<file path="config.mk">
export PLATFORM = sky130hd
export DESIGN_NAME = spt_ctrl
export DESIGN_NICKNAME = d
export VERILOG_FILES = /design/src/hdl/spt_pkg.sv /design/src/hdl/spt_ctrl.sv
export SDC_FILE = /design/constraint.sdc
export NUM_CORES = 1
export LEC_CHECK = 0
export ABC_AREA = 1
export BUFFER_PORTS_ARGS = -buffer_cell sky130_fd_sc_hd__buf_2
export CAP_MARGIN = 30
export CORE_AREA = 2 2 39 41
export CTS_CLUSTER_SIZE = 28
export DETAILED_ROUTE_END_ITERATION = 10
export DIE_AREA = 0 0 41 43
export PLACE_DENSITY = 0.38
export SLEW_MARGIN = 20
export SYNTH_ARGS = -nofsm -noshare
export SYNTH_HDL_FRONTEND = slang
export SYNTH_SLANG_ARGS = --single-unit
</file>
<file path="constraint.sdc">
create_clock -name clk -period 1 [get_ports clk]
set_input_delay 0.2 -clock clk [delete_from_list [all_inputs] [get_ports clk]]
set_output_delay 0.2 -clock clk [all_outputs]
set_load 0.02 [all_outputs]
</file>
<file path="src/hdl/spt_pkg.sv">
// Shared widths, table entry record and controller/datapath interface types.
package spt_pkg;

  localparam int ADDR_W   = 48;
  localparam int STRIDE_W = 32;
  localparam int IN_W     = 96;
  localparam int OUT_W    = 48;
  localparam int OUTU_W   = 2;

  // One table entry as stored in the entry memory
  typedef struct packed {
    logic [ADDR_W-1:0]   pc;
    logic [ADDR_W-1:0]   last_addr;
    logic [STRIDE_W-1:0] stride;
    logic                known;
  } entry_t;

  // Controller to datapath
  typedef struct packed {
    logic load;
    logic scan;
    logic commit;
  } spt_cmd_t;

  // Datapath to controller
  typedef struct packed {
    logic hit;
    logic done;
    logic out_free;
  } spt_status_t;

  typedef enum logic [2:0] {
    ST_IDLE   = 3'b001,
    ST_SCAN   = 3'b010,
    ST_COMMIT = 3'b100
  } spt_state_t;

endpackage

</file>
<file path="src/hdl/spt_ctrl.sv">
// Control state machine: accept, table scan, commit of the result.
module spt_ctrl (
  input  logic                clk,
  input  logic                rst,
  input  logic                in_valid,
  output logic                in_ready,
  input  spt_pkg::spt_status_t status,
  output spt_pkg::spt_cmd_t    cmd
);
  import spt_pkg::*;

  spt_state_t state, state_next;

  always_ff @(posedge clk) begin
    if (rst) begin
      state <= ST_IDLE;
    end else begin
      state <= state_next;
    end
  end

  // Next state and commands
  always_comb begin
    state_next = state;
    cmd        = '0;
    in_ready   = 1'b0;
    unique case (state)
      ST_IDLE: begin
        in_ready = 1'b1;
        if (in_valid) begin
          cmd.load   = 1'b1;
          state_next = ST_SCAN;
        end
      end
      ST_SCAN: begin
        if (status.hit || status.done) begin
          state_next = ST_COMMIT;
        end else begin
          cmd.scan = 1'b1;
        end
      end
      ST_COMMIT: begin
        if (status.out_free) begin
          cmd.commit = 1'b1;
          state_next = ST_IDLE;
        end
      end
      default: begin
        state_next = ST_IDLE;
      end
    endcase
  end

endmodule

</file>
* Yosys cells after proc, flatten, opt, wreduce, memory -nomap -nowiden
Cells that the tools add are included.
** Word-level totals
- Bits in writable memories :: 0
- Memories kept :: 0
- ROM bits :: 0
- Word-level logic and storage cells :: 20
- Output and inout bits :: 4
- Input port bits :: 6
- Register bits after elaboration :: 3
- Latch bits :: 0
** Cells by class
- Muxes and demuxes :: 11
- Bitwise operators :: 0
- Div/mod/pow operators :: 0
- Order comparisons :: 0
- Shift-type cells :: 0
- Reduce and logical (&&, ||, !) cells :: 2
- Multipliers :: 0
- Eq/ne operators :: 6
- Add/sub/neg operators :: 0
** Operators with widths (number)
- 2-to-1 mux 3 bit :: 3
- case mux 3 bit (3 select lines) :: 1
- 2-to-1 mux 1 bit :: 7
- inequality test 2 bit (second input constant) :: 3
- equality test 3 x 1 -> 1 bit (second input constant) :: 1
- equality test 3 x 2 -> 1 bit (second input constant) :: 1
- equality test 3 bit (second input constant) :: 1
- AND reduction 3 bit :: 1
- logical OR 1 bit :: 1

* Logic depth before layout (Yosys ltp)
- Depth in word-level cells :: 3
- Gate-level depth with buffers :: 6

* Worst setup path after synthesis
OpenSTA, ideal clock, no wires.
- Path kind :: register to output
- Start :: register state[2]
- End :: output port cmd[0] (netlist bit)
- Slack :: -279 ps
- Cell stages (with the launch flop) :: 3
- Arrival time :: 1079 ps
- Cells stage by stage :: dfxtp_1 -> inv_1 -> nor4_1
** RTL lines
- start, declared :: RTL line spt_ctrl.sv:12 : spt_state_t state, state_next;
- start signal, assigned :: RTL line spt_ctrl.sv:18 : state <= state_next;
- end, declared :: RTL line spt_ctrl.sv:8 : output spt_pkg::spt_cmd_t cmd

==> run metrics <==
Max FO, Critical Path 4; clock skew 1.67 ps; Buf/Inv on CP 2; mapped cell area 184 um^2; clock share of power 35.2%; fin worst setup slack -258 ps; sequential area share after synthesis 32.7%; Post-Syn Nets 36; Reg with most FFs state; Detailed Routing Iterations Pass 1 1; global-route wire length before repair 676 um; remaining antenna violation count after routing 0; post-synth top area cell dfxtp_1; CP max stage cell dfxtp_4; worst hold stages 2; setup bufs post-CTS 0; max reg flops 3; Non-Filler Instances 61; dpl cell area 274 um^2; Iteration-0 DRC Markers 0; Yosys warnings 0; Placed Instances 57; FF+latch count, synth 3; final setup violation count 5; Skew-Pair Late Insertion Delay 230 ps; floorplan core area 1380 um^2; DR vias 220; Post-synth EDFFs 0; Crit path depth 4; fmax 795 MHz; post-DP HPWL 382 um; routability cong. 0.734; Distinct cells, synth 12; NetSw 214 uW; MaxCap Viol Count 0; via-per-instance ratio 3.61; Mapped Cells 30; antenna violations before repair 0; Die Area 1760 um^2; Pleak 0.000183 uW; die width 41 um; Register-to-Register Path Depth 5; pwr/cell area 1790 nW/um^2; CP Launch Type flip-flop; final hold slack 142 ps; Tot GR Track Use 5.92%; combinational power share 36.2%; total power 600 uW; Final Max Tran Viols 0; Worst slew margin 87.1%; Internal 385 uW; power share of the sequential group 28.5%; status complete, but fails checks; fin crit period 1260 ps; share of the synthesized area in the top cell type 32.7%; Worst VDD drop 0.000598 V; crit path capture type primary output; synthesized area per cell 6.13 um^2; port bufs 9; GR Layer Usage met1 8.97%; sequence of cells on the critical path nor2_1, nand3_1, inv_1, buf_4; Worst path max stage delay 350 ps; Tcrit/Tclk final 126%; Total Routed Length 460 um; post-route cell area 335 um^2; Crit Path Class flip-flop to primary output; RSZ-0062 raised after global routing yes; CTS tree built; Worst Hold Class primary input to flip-flop; synth-to-layout area growth 82.3%; share of cells above drive strength 1 57.8%; met3 usage 4.71%; nets 52; vias in the first global route 178; biggest regs state: 3 flops; Final Hold Vio Count 0; gr busiest metal met1; most frequent cell after synthesis inv_1; met2 usage 5.94%; CTS Sinks 3; CP required 800 ps; Die Y-Extent 43 um; Sw Ratio 35.7%; critical path arrival 1060 ps; ANT cells 0; IO Pins 10; CTS Buf Count 3; Async SR Flop Fraction 0%; CTS H-tree lvls 1; failing checks setup timing; Root Driver clkbuf_4; synth cell count leaders inv_1 (7), nor2_1 (5), nand3_1 (4); grt ovf 0; row count 14; Area contributors post-synth dfxtp_1 (33%), inv_1 (14%), nand3_1 (11%); Initial Util 13.3%; largest net degree at the start of global routing 6; Post-CTS Hold Buffers 0; Top FF cell, synth dfxtp_1; clock buffer depth 2; CP delay by family, top flip-flops; clock-pin slew on the worst setup and hold paths 40 ps; post-place setup slack -71.2 ps; Wirelength per Cell 7.54 um; DR DRC count 0; Least-Margin Pin Slew 192 ps
## final cells by class
cell class / count / area [um^2]
tap: 16 / 20.0
fill: 163 / 1050
inverter: 8 / 35.0
timing repair buffer: 11 / 71.3
clock buffer: 4 / 26.3
multi-input combinational: 19 / 114
sequential: 3 / 68.8
## power by group through the flow
stage               Combinational [uW]  Clock (uW)  Sequential (uW)
floorplan                          132           0              159
global placement                   189           0              162
detailed placement                 188           0              163
CTS                                220         224              167
global route                       239         240              173
finish                             217         211              171
## repair_timing
item,4_1_cts,5_1_grt
endpoints found under the hold margin,0,0
endpoints found under the setup margin,5,6
resized for setup,11,3
pin swaps,3,2
## final timing paths
kind	start	endpoint	slack (ps)
setup / recovery	state[0]	cmd[1]	-260
hold / removal	rst	state[1]	140
setup reg to reg	state[0]	state[2]	-20
hold reg to reg	state[2]	state[0]	640
## logic make-up (layout without fill, tap and decap cells)
family,after synthesis,in the layout,synth area share (%)
buffers and inverters,8,23,16.3
and+or+nand+nor,16,16,42.9
AOI/OAI and AO/OA,3,3,8.16
DFF,3,3,32.7
## cell usage in the layout (no fill, tap or decap), types with 2 or more instances in the layout
cell      netlist  final
buf_2           0      6
buf_4           0      4
clkbuf_4        0      3
dfxtp_4         0      2
inv_1           7      4
inv_2           1      2
inv_4           0      2
nand2_1         2      2
nand3_1         4      4
nor2_1          5      5
## worst register-to-register path, cell delays in order, from the launching register on
cell and delay, ps:
dfxtp_4 350, nor2_1 130, nand3_1 140, buf_4 170, nand3b_1 70, nor2_1 50
## layer usage
layer / vias to the layer above / part of all wire, % / wire (um)
li1: 122 / - / -
met1: 88 / 51 / 234
met2: 10 / 37 / 170
met3: 0 / 12 / 55
met4: 0 / 0 / 0
met5: - / 0 / 0
## metrics by stage
step / util [%] / setup TNS [ps]
floorplan: - / -59.8
global placement: 19.8 / -113
detailed placement: 19.8 / -104
CTS: 23.7 / -1040
global route: 24.2 / -1260
finish: 24.2 / -942
No activity file was read; power rests on OpenSTA's default activity.
